$ cat config.mk
export PLATFORM = sky130hd
export DESIGN_NAME = pwm_pulse_width_monitor
export DESIGN_NICKNAME = d
export VERILOG_FILES = /design/src/sv/pwm_pkg.sv /design/src/sv/pwm_alu.sv /design/src/sv/pwm_pulse_width_monitor.sv
export SDC_FILE = /design/constraint.sdc
export NUM_CORES = 2
export LEC_CHECK = 0
export BUFFER_PORTS_ARGS = -buffer_cell sky130_fd_sc_hd__clkbuf_2
export CORE_MARGIN = 2
export CORE_UTILIZATION = 44
export DETAILED_ROUTE_END_ITERATION = 10
export GPL_ROUTABILITY_DRIVEN = 0
export PLACE_DENSITY_LB_ADDON = 0.15
export SYNTH_ARGS = -nofsm -noshare
export SYNTH_HDL_FRONTEND = slang
export SYNTH_SLANG_ARGS = --single-unit
$ cat constraint.sdc
create_clock -name i_clk -period 7.5 [get_ports i_clk]
set_clock_uncertainty 0.2 [all_clocks]
set_input_delay 0.375 -clock i_clk [delete_from_list [all_inputs] [get_ports i_clk]]
set_output_delay 0.375 -clock i_clk [all_outputs]
set_load 0.05 [all_outputs]
$ cat src/sv/pwm_pkg.sv
// Package for the PWM pulse width monitor: constants, state encoding, compare result type.
`timescale 1ns / 1ps
package pwm_pkg;

    localparam int TIME_W   = 32;               // timestamp and width counters
    localparam int TOL_W    = 7;                // tolerance register
    localparam int COEF_W   = 8;                // 100 +/- tolerance fits in 8 bits
    localparam int PROD_W   = TIME_W + COEF_W;  // scaled products
    localparam int PCT_W    = 7;                // reported percent
    localparam int QUOT_W   = 8;                // quotient bits produced by the divider
    localparam int QBIT_W   = $clog2(QUOT_W);

    localparam logic [TOL_W-1:0]  TOL_RESET  = 7'd10;
    localparam logic [COEF_W-1:0] PCT_SCALE  = 8'd100;
    localparam logic [TIME_W-1:0] MIN_WIDTHS = 32'd3;
    localparam logic [TIME_W-1:0] CNT_MAX    = '1;
    localparam logic [QUOT_W-1:0] PCT_LIMIT  = 8'd100;

    typedef enum logic [3:0] {
        ST_IDLE,
        ST_MUL_W,
        ST_MUL_HI0,
        ST_MUL_LO0,
        ST_MUL_HI1,
        ST_MUL_LO1,
        ST_CHECK,
        ST_DIV_LOAD,
        ST_DIV,
        ST_DONE
    } t_state;

    typedef struct packed {
        logic lt;   // x < y
        logic gt;   // x > y
    } t_cmp;

endpackage

$ cat src/sv/pwm_alu.sv
// Shared arithmetic unit: registered 32x8 multiplier and a 40-bit compare/subtract.
`timescale 1ns / 1ps
module pwm_alu
    import pwm_pkg::*;
(
    input  logic              i_clk,
    input  logic [TIME_W-1:0] i_mul_a,
    input  logic [COEF_W-1:0] i_mul_b,
    output logic [PROD_W-1:0] o_prod,
    input  logic [PROD_W-1:0] i_cmp_x,
    input  logic [PROD_W-1:0] i_cmp_y,
    output t_cmp              o_cmp,
    output logic [PROD_W-1:0] o_diff
);

    logic [PROD_W-1:0] r_prod;
    logic [PROD_W-1:0] n_prod;
    logic [PROD_W:0]   w_sub;

    always_comb begin
        n_prod = PROD_W'(i_mul_a) * PROD_W'(i_mul_b);
    end

    always_ff @(posedge i_clk) begin
        r_prod <= n_prod;
    end

    assign o_prod    = r_prod;
    assign w_sub     = {1'b0, i_cmp_x} - {1'b0, i_cmp_y};
    assign o_diff    = w_sub[PROD_W-1:0];
    assign o_cmp.lt  = w_sub[PROD_W];
    assign o_cmp.gt  = !w_sub[PROD_W] && (w_sub[PROD_W-1:0] != '0);

endmodule

$ cat src/sv/pwm_pulse_width_monitor.sv
// Top level of the PWM pulse width monitor: sequencer, monitor state and output register.
`timescale 1ns / 1ps
// Takes timestamped pin samples and reports, at every rising edge after the first, the high
// time latched at the last falling edge and the period since the previous rising edge. Once
// three widths have been seen, a width outside the tolerance band of both previous widths is
// flagged, counted, and reported as errors*100/widths (truncated, widths counted before this
// one). All time differences wrap modulo 2^32; both counters saturate at 2^32-1.
// A sample that causes no report only updates the monitor state. A reporting edge up to the
// third width goes straight to the output register; later ones run the band check, and a
// flagged width the division as well, since one shared 32x8 multiplier and one 40-bit
// compare/subtract do the six products (five for the band test, one for errors*100), four
// compares and an 8-step restoring division in turn. The input stalls while an item is in
// work; a result sits in the output register so the next sample is taken while it waits.
module pwm_pulse_width_monitor
    import pwm_pkg::*;
(
    input  logic              i_clk,
    input  logic              i_rst_n,
    // configuration
    input  logic              i_cfg_we,
    input  logic [TOL_W-1:0]  i_cfg_data,
    // sample channel
    input  logic              i_valid,
    output logic              o_stall,
    input  logic              i_pin_level,
    input  logic [TIME_W-1:0] i_time_ms,
    // result channel
    output logic              o_valid,
    input  logic              i_stall,
    output logic [TIME_W-1:0] o_high_width,
    output logic [TIME_W-1:0] o_period_len,
    output logic              o_error_flag,
    output logic [TIME_W-1:0] o_error_count,
    output logic [PCT_W-1:0]  o_error_percent
);

    t_state r_state, n_state;

    // monitor state
    logic              r_last_level, n_last_level;
    logic              r_first, n_first;
    logic [TIME_W-1:0] r_rise_time, n_rise_time;
    logic [TIME_W-1:0] r_latched, n_latched;
    logic [TIME_W-1:0] r_hist0, n_hist0;
    logic [TIME_W-1:0] r_hist1, n_hist1;
    logic [TIME_W-1:0] r_width_total, n_width_total;
    logic [TIME_W-1:0] r_dev_total, n_dev_total;
    logic [TOL_W-1:0]  r_tol, n_tol;

    // per-item work registers
    logic [TIME_W-1:0] r_w, n_w;
    logic [TIME_W-1:0] r_period, n_period;
    logic [PROD_W-1:0] r_scaled, n_scaled;
    logic              r_out0, n_out0;
    logic              r_out1, n_out1;
    logic              r_flag, n_flag;
    logic [PROD_W-1:0] r_rem, n_rem;
    logic [QUOT_W-1:0] r_q, n_q;
    logic [QBIT_W-1:0] r_bit, n_bit;

    // output register
    logic              r_out_valid, n_out_valid;
    logic [TIME_W-1:0] r_o_width, n_o_width;
    logic [TIME_W-1:0] r_o_period, n_o_period;
    logic              r_o_flag, n_o_flag;
    logic [TIME_W-1:0] r_o_count, n_o_count;
    logic [PCT_W-1:0]  r_o_pct, n_o_pct;

    // shared unit hookup
    logic [TIME_W-1:0] w_mul_a;
    logic [COEF_W-1:0] w_mul_b;
    logic [PROD_W-1:0] w_prod;
    logic [PROD_W-1:0] w_cmp_x;
    logic [PROD_W-1:0] w_cmp_y;
    t_cmp              w_cmp;
    logic [PROD_W-1:0] w_diff;

    logic              w_accept;
    logic              w_out_free;
    logic              w_lo_ok;
    logic [COEF_W-1:0] w_coef_hi;
    logic [COEF_W-1:0] w_coef_lo;
    logic [TIME_W-1:0] w_dev_inc;
    logic [PROD_W-1:0] w_div_sh;
    logic [PCT_W-1:0]  w_pct;

    pwm_alu u_alu (
        .i_clk   (i_clk),
        .i_mul_a (w_mul_a),
        .i_mul_b (w_mul_b),
        .o_prod  (w_prod),
        .i_cmp_x (w_cmp_x),
        .i_cmp_y (w_cmp_y),
        .o_cmp   (w_cmp),
        .o_diff  (w_diff)
    );

    assign o_stall    = (r_state != ST_IDLE);
    assign w_accept   = i_valid && !o_stall;
    assign w_out_free = !r_out_valid || !i_stall;

    // lower band only exists below 100 percent
    assign w_lo_ok   = (r_tol < TOL_W'(PCT_SCALE));
    assign w_coef_hi = PCT_SCALE + {1'b0, r_tol};
    assign w_coef_lo = PCT_SCALE - {1'b0, r_tol};
    assign w_dev_inc = (r_dev_total == CNT_MAX) ? r_dev_total : r_dev_total + 1'b1;
    assign w_div_sh  = PROD_W'(r_width_total) << r_bit;
    assign w_pct     = !r_flag ? '0 :
                       (r_q > PCT_LIMIT) ? PCT_W'(PCT_LIMIT) : r_q[PCT_W-1:0];

    always_ff @(posedge i_clk) begin
        if (!i_rst_n) begin
            r_state <= ST_IDLE;
        end else begin
            r_state <= n_state;
        end
    end

    always_ff @(posedge i_clk) begin
        if (!i_rst_n) begin
            r_last_level  <= 1'b0;
            r_first       <= 1'b1;
            r_rise_time   <= '0;
            r_latched     <= '0;
            r_hist0       <= '0;
            r_hist1       <= '0;
            r_width_total <= '0;
            r_dev_total   <= '0;
            r_tol         <= TOL_RESET;
            r_out_valid   <= 1'b0;
        end else begin
            r_last_level  <= n_last_level;
            r_first       <= n_first;
            r_rise_time   <= n_rise_time;
            r_latched     <= n_latched;
            r_hist0       <= n_hist0;
            r_hist1       <= n_hist1;
            r_width_total <= n_width_total;
            r_dev_total   <= n_dev_total;
            r_tol         <= n_tol;
            r_out_valid   <= n_out_valid;
        end
    end

    always_ff @(posedge i_clk) begin
        r_w        <= n_w;
        r_period   <= n_period;
        r_scaled   <= n_scaled;
        r_out0     <= n_out0;
        r_out1     <= n_out1;
        r_flag     <= n_flag;
        r_rem      <= n_rem;
        r_q        <= n_q;
        r_bit      <= n_bit;
        r_o_width  <= n_o_width;
        r_o_period <= n_o_period;
        r_o_flag   <= n_o_flag;
        r_o_count  <= n_o_count;
        r_o_pct    <= n_o_pct;
    end

    always_comb begin
        n_state       = r_state;
        n_last_level  = r_last_level;
        n_first       = r_first;
        n_rise_time   = r_rise_time;
        n_latched     = r_latched;
        n_hist0       = r_hist0;
        n_hist1       = r_hist1;
        n_width_total = r_width_total;
        n_dev_total   = r_dev_total;
        n_tol         = i_cfg_we ? i_cfg_data : r_tol;
        n_w           = r_w;
        n_period      = r_period;
        n_scaled      = r_scaled;
        n_out0        = r_out0;
        n_out1        = r_out1;
        n_flag        = r_flag;
        n_rem         = r_rem;
        n_q           = r_q;
        n_bit         = r_bit;
        n_out_valid   = r_out_valid && i_stall;
        n_o_width     = r_o_width;
        n_o_period    = r_o_period;
        n_o_flag      = r_o_flag;
        n_o_count     = r_o_count;
        n_o_pct       = r_o_pct;

        w_mul_a = r_w;
        w_mul_b = PCT_SCALE;
        w_cmp_x = r_scaled;
        w_cmp_y = w_prod;

        case (r_state)
            ST_IDLE: begin
                if (w_accept) begin
                    n_last_level = i_pin_level;
                    if (r_last_level && !i_pin_level) begin
                        n_latched = i_time_ms - r_rise_time;
                    end else if (!r_last_level && i_pin_level) begin
                        n_rise_time = i_time_ms;
                        n_first     = 1'b0;
                        if (!r_first) begin
                            // width repeats if no falling edge came in between
                            n_w      = r_latched;
                            n_period = i_time_ms - r_rise_time;
                            n_flag   = 1'b0;
                            n_q      = '0;
                            n_state  = (r_width_total >= MIN_WIDTHS) ? ST_MUL_W : ST_DONE;
                        end
                    end
                end
            end
            ST_MUL_W: begin
                w_mul_a = r_w;
                w_mul_b = PCT_SCALE;
                n_state = ST_MUL_HI0;
            end
            ST_MUL_HI0: begin
                w_mul_a  = r_hist0;
                w_mul_b  = w_coef_hi;
                n_scaled = w_prod;
                n_state  = ST_MUL_LO0;
            end
            ST_MUL_LO0: begin
                w_mul_a = r_hist0;
                w_mul_b = w_coef_lo;
                n_out0  = w_cmp.gt;
                n_state = ST_MUL_HI1;
            end
            ST_MUL_HI1: begin
                w_mul_a = r_hist1;
                w_mul_b = w_coef_hi;
                n_out0  = r_out0 || (w_lo_ok && w_cmp.lt);
                n_state = ST_MUL_LO1;
            end
            ST_MUL_LO1: begin
                w_mul_a = r_hist1;
                w_mul_b = w_coef_lo;
                n_out1  = w_cmp.gt;
                n_state = ST_CHECK;
            end
            ST_CHECK: begin
                // start errors*100 in case this width is flagged
                w_mul_a = w_dev_inc;
                w_mul_b = PCT_SCALE;
                if (r_out0 && (r_out1 || (w_lo_ok && w_cmp.lt))) begin
                    n_flag      = 1'b1;
                    n_dev_total = w_dev_inc;
                    n_state     = ST_DIV_LOAD;
                end else begin
                    n_state = ST_DONE;
                end
            end
            ST_DIV_LOAD: begin
                n_rem   = w_prod;
                n_bit   = QBIT_W'(QUOT_W - 1);
                n_state = ST_DIV;
            end
            ST_DIV: begin
                // restoring division, one quotient bit per cycle, msb first
                w_cmp_x = r_rem;
                w_cmp_y = w_div_sh;
                if (!w_cmp.lt) begin
                    n_rem        = w_diff;
                    n_q[r_bit]   = 1'b1;
                end
                if (r_bit == '0) begin
                    n_state = ST_DONE;
                end else begin
                    n_bit = r_bit - 1'b1;
                end
            end
            ST_DONE: begin
                if (w_out_free) begin
                    n_out_valid   = 1'b1;
                    n_o_width     = r_w;
                    n_o_period    = r_period;
                    n_o_flag      = r_flag;
                    n_o_count     = r_dev_total;
                    n_o_pct       = w_pct;
                    n_hist1       = r_hist0;
                    n_hist0       = r_w;
                    n_width_total = (r_width_total == CNT_MAX) ?
                                    r_width_total : r_width_total + 1'b1;
                    n_state       = ST_IDLE;
                end
            end
            default: begin
                n_state = ST_IDLE;
            end
        endcase
    end

    assign o_valid         = r_out_valid;
    assign o_high_width    = r_o_width;
    assign o_period_len    = r_o_period;
    assign o_error_flag    = r_o_flag;
    assign o_error_count   = r_o_count;
    assign o_error_percent = r_o_pct;

endmodule

After elaboration in Yosys (flattened, before gate mapping)
Index checks and enable logic that the tools add are counted.
{ "word_totals": {"regBits": 508, "input_bits": 45, "out_inout_bits": 106, "elab_cells": 144} }
{ "op_classes": {"addsub": 7, "multipliers": 1, "magnitude_cmp": 5, "eq_ne": 20, "n_shift": 1, "mux": 36, "bitwise_logic": 5, "n_reduce_logical": 42} }
{ "ops": {"columns": ["cell", "count"], "rows": [
  ["40-bit 2-to-1 mux", 3],
  ["32-bit one-hot mux with 3 select lines", 1],
  ["40-bit one-hot mux with 2 select lines", 1],
  ["32-bit by 1-bit adder with 32-bit output, second input constant", 2],
  ["32-bit equality test, second input constant", 2],
  ["40-bit by 40-bit subtractor with 41-bit output", 1],
  ["32-bit by 8-bit multiplier with 40-bit output", 1],
  ["8-bit 2-to-1 mux", 5],
  ["4-bit one-hot mux with 10 select lines", 1],
  ["40-bit nonzero test", 1],
  ["32-bit by 3-bit << shifter with 40-bit output", 1],
  ["32-bit by 2-bit greater-or-equal comparator with 1-bit output, second input constant", 1],
  ["32-bit 2-to-1 mux", 1],
  ["4-bit 2-to-1 mux", 8],
  ["8-bit one-hot mux with 2 select lines", 2],
  ["32-bit subtractor", 1],
  ["2-bit inequality test, second input constant", 9],
  ["6-bit AND reduction", 3],
  ["4-bit by 3-bit equality test with 1-bit output, second input constant", 4],
  ["2-bit AND reduction", 5],
  ["2-bit OR reduction", 5],
  ["7-bit by 7-bit adder with 8-bit output, first input constant", 1],
  ["4-bit by 2-bit equality test with 1-bit output, second input constant", 2],
  ["4-bit equality test, second input constant", 2],
  ["other kinds (25)", 54]
]} }

Depth between registers and ports, before layout
{ "depth": {"depth_word": 8, "depth_mapped": 31, "depth_no_buf": 28} }

Modules after synthesis
A second synthesis with hierarchy kept.
{ "unflattened": {"cells_unflattened": 3617, "hier_area_um2": 33433.3} }
{ "modules_own_cells": {"columns": ["module", "instances", "cells_each", "area_per_inst_um2", "seq_area_each_um2"], "rows": [
  ["pwm_pulse_width_monitor", 1, 2192, 21752.1, 11991.5],
  ["pwm_alu", 1, 1425, 11681.2, 800.8]
]} }

Least setup slack after synthesis
OpenSTA, ideal clock, no wires.
{ "synth_path": {"kind": "reg2reg", "from": "reg r_dev_total[12]", "to": "reg u_alu.r_prod[33] (netlist: u_alu.o_prod[33])", "setup_time_ns": 0.123, "t_arrival_ns": 6.702, "required_time_ns": 7.177, "slack_ns": 0.475, "stages_incl_launch_ff": 30, "path_buffers": 1, "period_less_slack_ns": 7.025, "path_cell_list": "dfxtp_1 nand4_1 nor4_1 nor4bb_1 buf_2 nor2b_1 nand2_1 nor2_1 and2_1 xor2_1 a21boi_1 nor2_1 fa_1 fa_1 fa_1 inv_1 fa_1 inv_1 ha_1 a21oi_1 o21ai_0 a2111oi_0 o31ai_1 a21oi_1 o21ai_0 a21oi_1 o21ai_0 a21oi_1 o21bai_1 xor2_1"} }
{ "synth_between": {"elab_chain_len": 4, "elab_cells_between_ends": 5, "cone_classes": "add/sub: 1; mul: 1; eq/ne: 1; mux: 2"} }
{ "synth_lines": {"columns": ["element", "line_no", "text"], "rows": [
  ["start, declared", "pwm_pulse_width_monitor.sv:47", "logic [TIME_W-1:0] r_dev_total, n_dev_total;"],
  ["start signal, assigned", "pwm_pulse_width_monitor.sv:139", "r_dev_total <= n_dev_total;"],
  ["32-bit by 1-bit adder with 32-bit output or 32-bit equality test (tied branches)", "pwm_pulse_width_monitor.sv:106", "assign w_dev_inc = (r_dev_total == CNT_MAX) ? r_dev_total : r_dev_total + 1'b1;"],
  ["32-bit 2-to-1 mux *", "pwm_pulse_width_monitor.sv:106", null],
  ["32-bit one-hot mux with 3 select lines *", "pwm_pulse_width_monitor.sv:194", "case (r_state)"],
  ["32-bit by 8-bit multiplier with 40-bit output *", "pwm_alu.sv:21", "n_prod = PROD_W'(i_mul_a) * PROD_W'(i_mul_b);"],
  ["net u_alu.n_prod[33]", "pwm_alu.sv:17", "logic [PROD_W-1:0] n_prod;"],
  ["end signal, assigned", "pwm_alu.sv:25", "r_prod <= n_prod;"],
  ["end, declared", "pwm_alu.sv:16", "logic [PROD_W-1:0] r_prod;"]
]} }
Mark *: on every way through the listed nets, which the timed path passes. The rest lies on a longest branch.
A chain may end at the register's enable or synchronous reset.

Worst setup path after layout
{ "layout_path": {"from": "reg r_dev_total[27]", "to": "reg u_alu.r_prod[33] (netlist: u_alu.o_prod[33])"} }
Same word-level chain as after synthesis.

==> results.md <==
- Status: finished clean
- DP HPWL: 65.53 mm
- Pwr Density: 342.0 mW/mm2
- Critical Path Source Type: register
- Clk_lat worst skew: roughly 640 ps
- Crit-path max FO: 7
- Final Max Slew Viols: 0
- Detailed Route Iter0 Violations: 1933
- CTS tree: done
- Mean Syn Cell Area: 9.272 um2
- Worst-case reg-to-reg path depth: 31
- EDFF count, synth: 262
- Initial Util: 0.4430
- Setup slack at placement: 81.77 ps
- Routed len/inst: 18.94 um
- Pin count of the biggest net entering global routing: 168
- Share of the synthesized area in the top cell type: 0.2443
- Critical Path RT: 7800 ps
- DR vias: 25480
- CTS Buf Count: 54
- Top sig layer: met4
- Synth area leader: edfxtp_1
- DR WL met2: around 42 mm
- Clock-pin slew on the worst setup and hold paths: 60 ps
- Mapped Cells: 3474
- Leakage power: 15.14 nW
- Detailed-routing wirelength on met1: 40.54 mm
- Clock Tree Buf Depth: 3
- WL final: slightly below 90 mm
- Die X: 274.6 um
- H-tree depth: 2
- Synthesized Nets: 3840
- CP arrival: 7480 ps
- Final critical-path share of the clock period: 0.9576
- CP Class: reg2reg
- CP Buf/Inv Count: 5
- CP Depth: 31
- Post-route setup TNS: 0 ps
- Hold path cells: 4
- Core area: 0.07271 mm2
- Critical Path End Type: register
- Setup ws final: 318.2 ps
- PortBufs: 150
- Setup slack, reg-to-reg: around 320 ps
- Share of the yosys chip area belonging to registers: 0.3971
- Placed Instance Area: 0.03458 mm2
- Clock sink count: between 500 and 600
- Total grt overflow: 0
- Rows: a little under 100
- Initial antenna violation count: 1
- Worst Tran Pin Value: 959.0 ps
- DR vias/cell: about 5.4
- Hold Fails Final Rpt: 0
- Post-synth top flop: edfxtp_1
- Critical Path Max Stage Delay: 540 ps
- Share of synthesized flip-flops with an asynchronous set or reset: 0
- Seq cells post-synth: ~500
- Layout cells sized above 1: 0.1235
- Post-synthesis cell area: 0.03221 mm2
- Tot GR Track Use: 0.2336
- Area grow syn2layout: 14.94%
- Die Height: 274.6 um
- Slowest CP cell: fa_1
- Hold Path Class: in2reg
- Fin nets: 4044
- Root Driver: clkbuf_16
- Non-Filler Instances: between 4000 and 5000
- Design area: 0.03702 mm2
- Final min period: 7182 ps
- Hold slack final: about 35 ps
- Max-Cap Viols: 0
- Max_slew headroom: 0.3607
- Synth top cells by count: nand2_1 (502), nor2_1 (430), edfxtp_1 (262), inv_1 (259), a21oi_1 (256)
- WL met3: 3.491 mm
- VDD IR max: 230.8 uV
- Most common cell in the netlist: nand2_1
- Number of remaining DRC errors: 0
- Yosys warns: 0
- Antenna viol nets, final: 0
- Fmax: 139.2 MHz
- Placed cell count: 4530
- Vias in the first global route: 24460
- Synth cell types: 85
- CP top delay family: adder cells
- Final setup fails: 0
- RSZ-0062 raised after global routing: true
- DRT Pass-1 Iters: 7
- # IOs: 151
- Synth area leaders: edfxtp_1 (24%), dfxtp_1 (15%), fa_1 (11%)
- Fill cells: slightly below 7000
- First-pass GRT wire length: 138.9 mm
- Die ar.: between 0.07 and 0.08 mm2
per-layer routing:
layer	vias up	track usage
li1	12310	-
met1	12440	0.3254
met2	626	0.3905
met3	117	0.02060
met4	0	0.06393
met5	-	0
tightest hold or removal path, stage by stage:
cell      delay, ps
clkbuf_2         90
nand3_1         170
mux2i_1         100
nor2_1           70
layout by cell type (no fill, tap or decap), types with 12 or more instances in the layout:
cell type	count
a222oi_1	26
xor2_1	91
xnor2_1	85
nand2_1	501
buf_4	124
a21boi_1	16
and2_1	25
o211ai_1	17
or2_2	22
nor4_1	14
nor3_1	29
dlygate4sd3_1	49
a21oi_1	254
inv_1	258
or3_1	12
and3_1	21
dfxtp_1	246
edfxtp_1	262
nand2b_1	21
clkbuf_2	150
o21bai_1	21
nand3_1	78
a31oi_1	16
a211oi_1	27
clkbuf_1	14
mux2i_1	42
nor2b_1	25
nand4_1	43
nor2_1	425
o21ai_0	119
a21o_1	38
mux4_2	14
ha_1	139
o21a_1	54
clkbuf_16	58
fa_1	182
per-stage QoR:
stage	util	total power, W
after floorplan	-	0.008256
after global placement	0.4755	0.009909
after detailed placement	0.4755	0.009911
after CTS	0.5076	0.01270
after global routing	0.5092	0.01361
final	0.5092	0.01266
logic make-up (layout without fill, tap and decap cells):
logic type	after synthesis	in the layout	synth area share
AO/OA/AOI/OAI	701	701	0.1384
multiplexers	63	63	0.02529
AND/OR/NAND/NOR	1264	1264	0.1718
adder cells (fa/ha/maj)	321	321	0.1671
other	0	1	0
flip-flops	508	508	0.3971
buffers and inverters	440	690	0.05197
XOR/XNOR	177	177	0.04836
final cells by class:
class                      count  area (um2)  area share
sequential                   508       12790      0.3455
clock buffer                  76        1559     0.04211
timing repair buffer         328        2272     0.06137
clock inverter                26       280.3    0.007570
inverter                     260       985.9     0.02663
multi-input combinational   2526       17930      0.4843
antenna                        1       2.502  0.00006759
tap                          959        1200     0.03241
worst paths after layout:
path,from,endpoint
setup reg to reg,r_dev_total[27]$_SDFFE_PN0P_,u_alu.o_prod[33]$_DFF_P_
hold reg to reg,r_period[24]$_DFFE_PP_,o_period_len[24]$_DFFE_PP_
hold / removal,i_valid,r_last_level$_SDFFE_PN0P_
setup / recovery,r_dev_total[27]$_SDFFE_PN0P_,u_alu.o_prod[33]$_DFF_P_
repair_timing:
action | CTS | global route
resized for setup | 0 | 21
endpoints found under the hold margin | 43 | 0
endpoints found under the setup margin | 0 | 14
hold buffers | 49 | 0
setup buffers | 0 | 2
report_power, final:
part | switching [W] | internal, W
Sequential | 0.000194 | 0.00337
Clock | 0.00115 | 0.00157
Combinational | 0.00401 | 0.00237
Total | 0.00536 | 0.00731
Note: power is estimated with default switching activity, not from simulation.
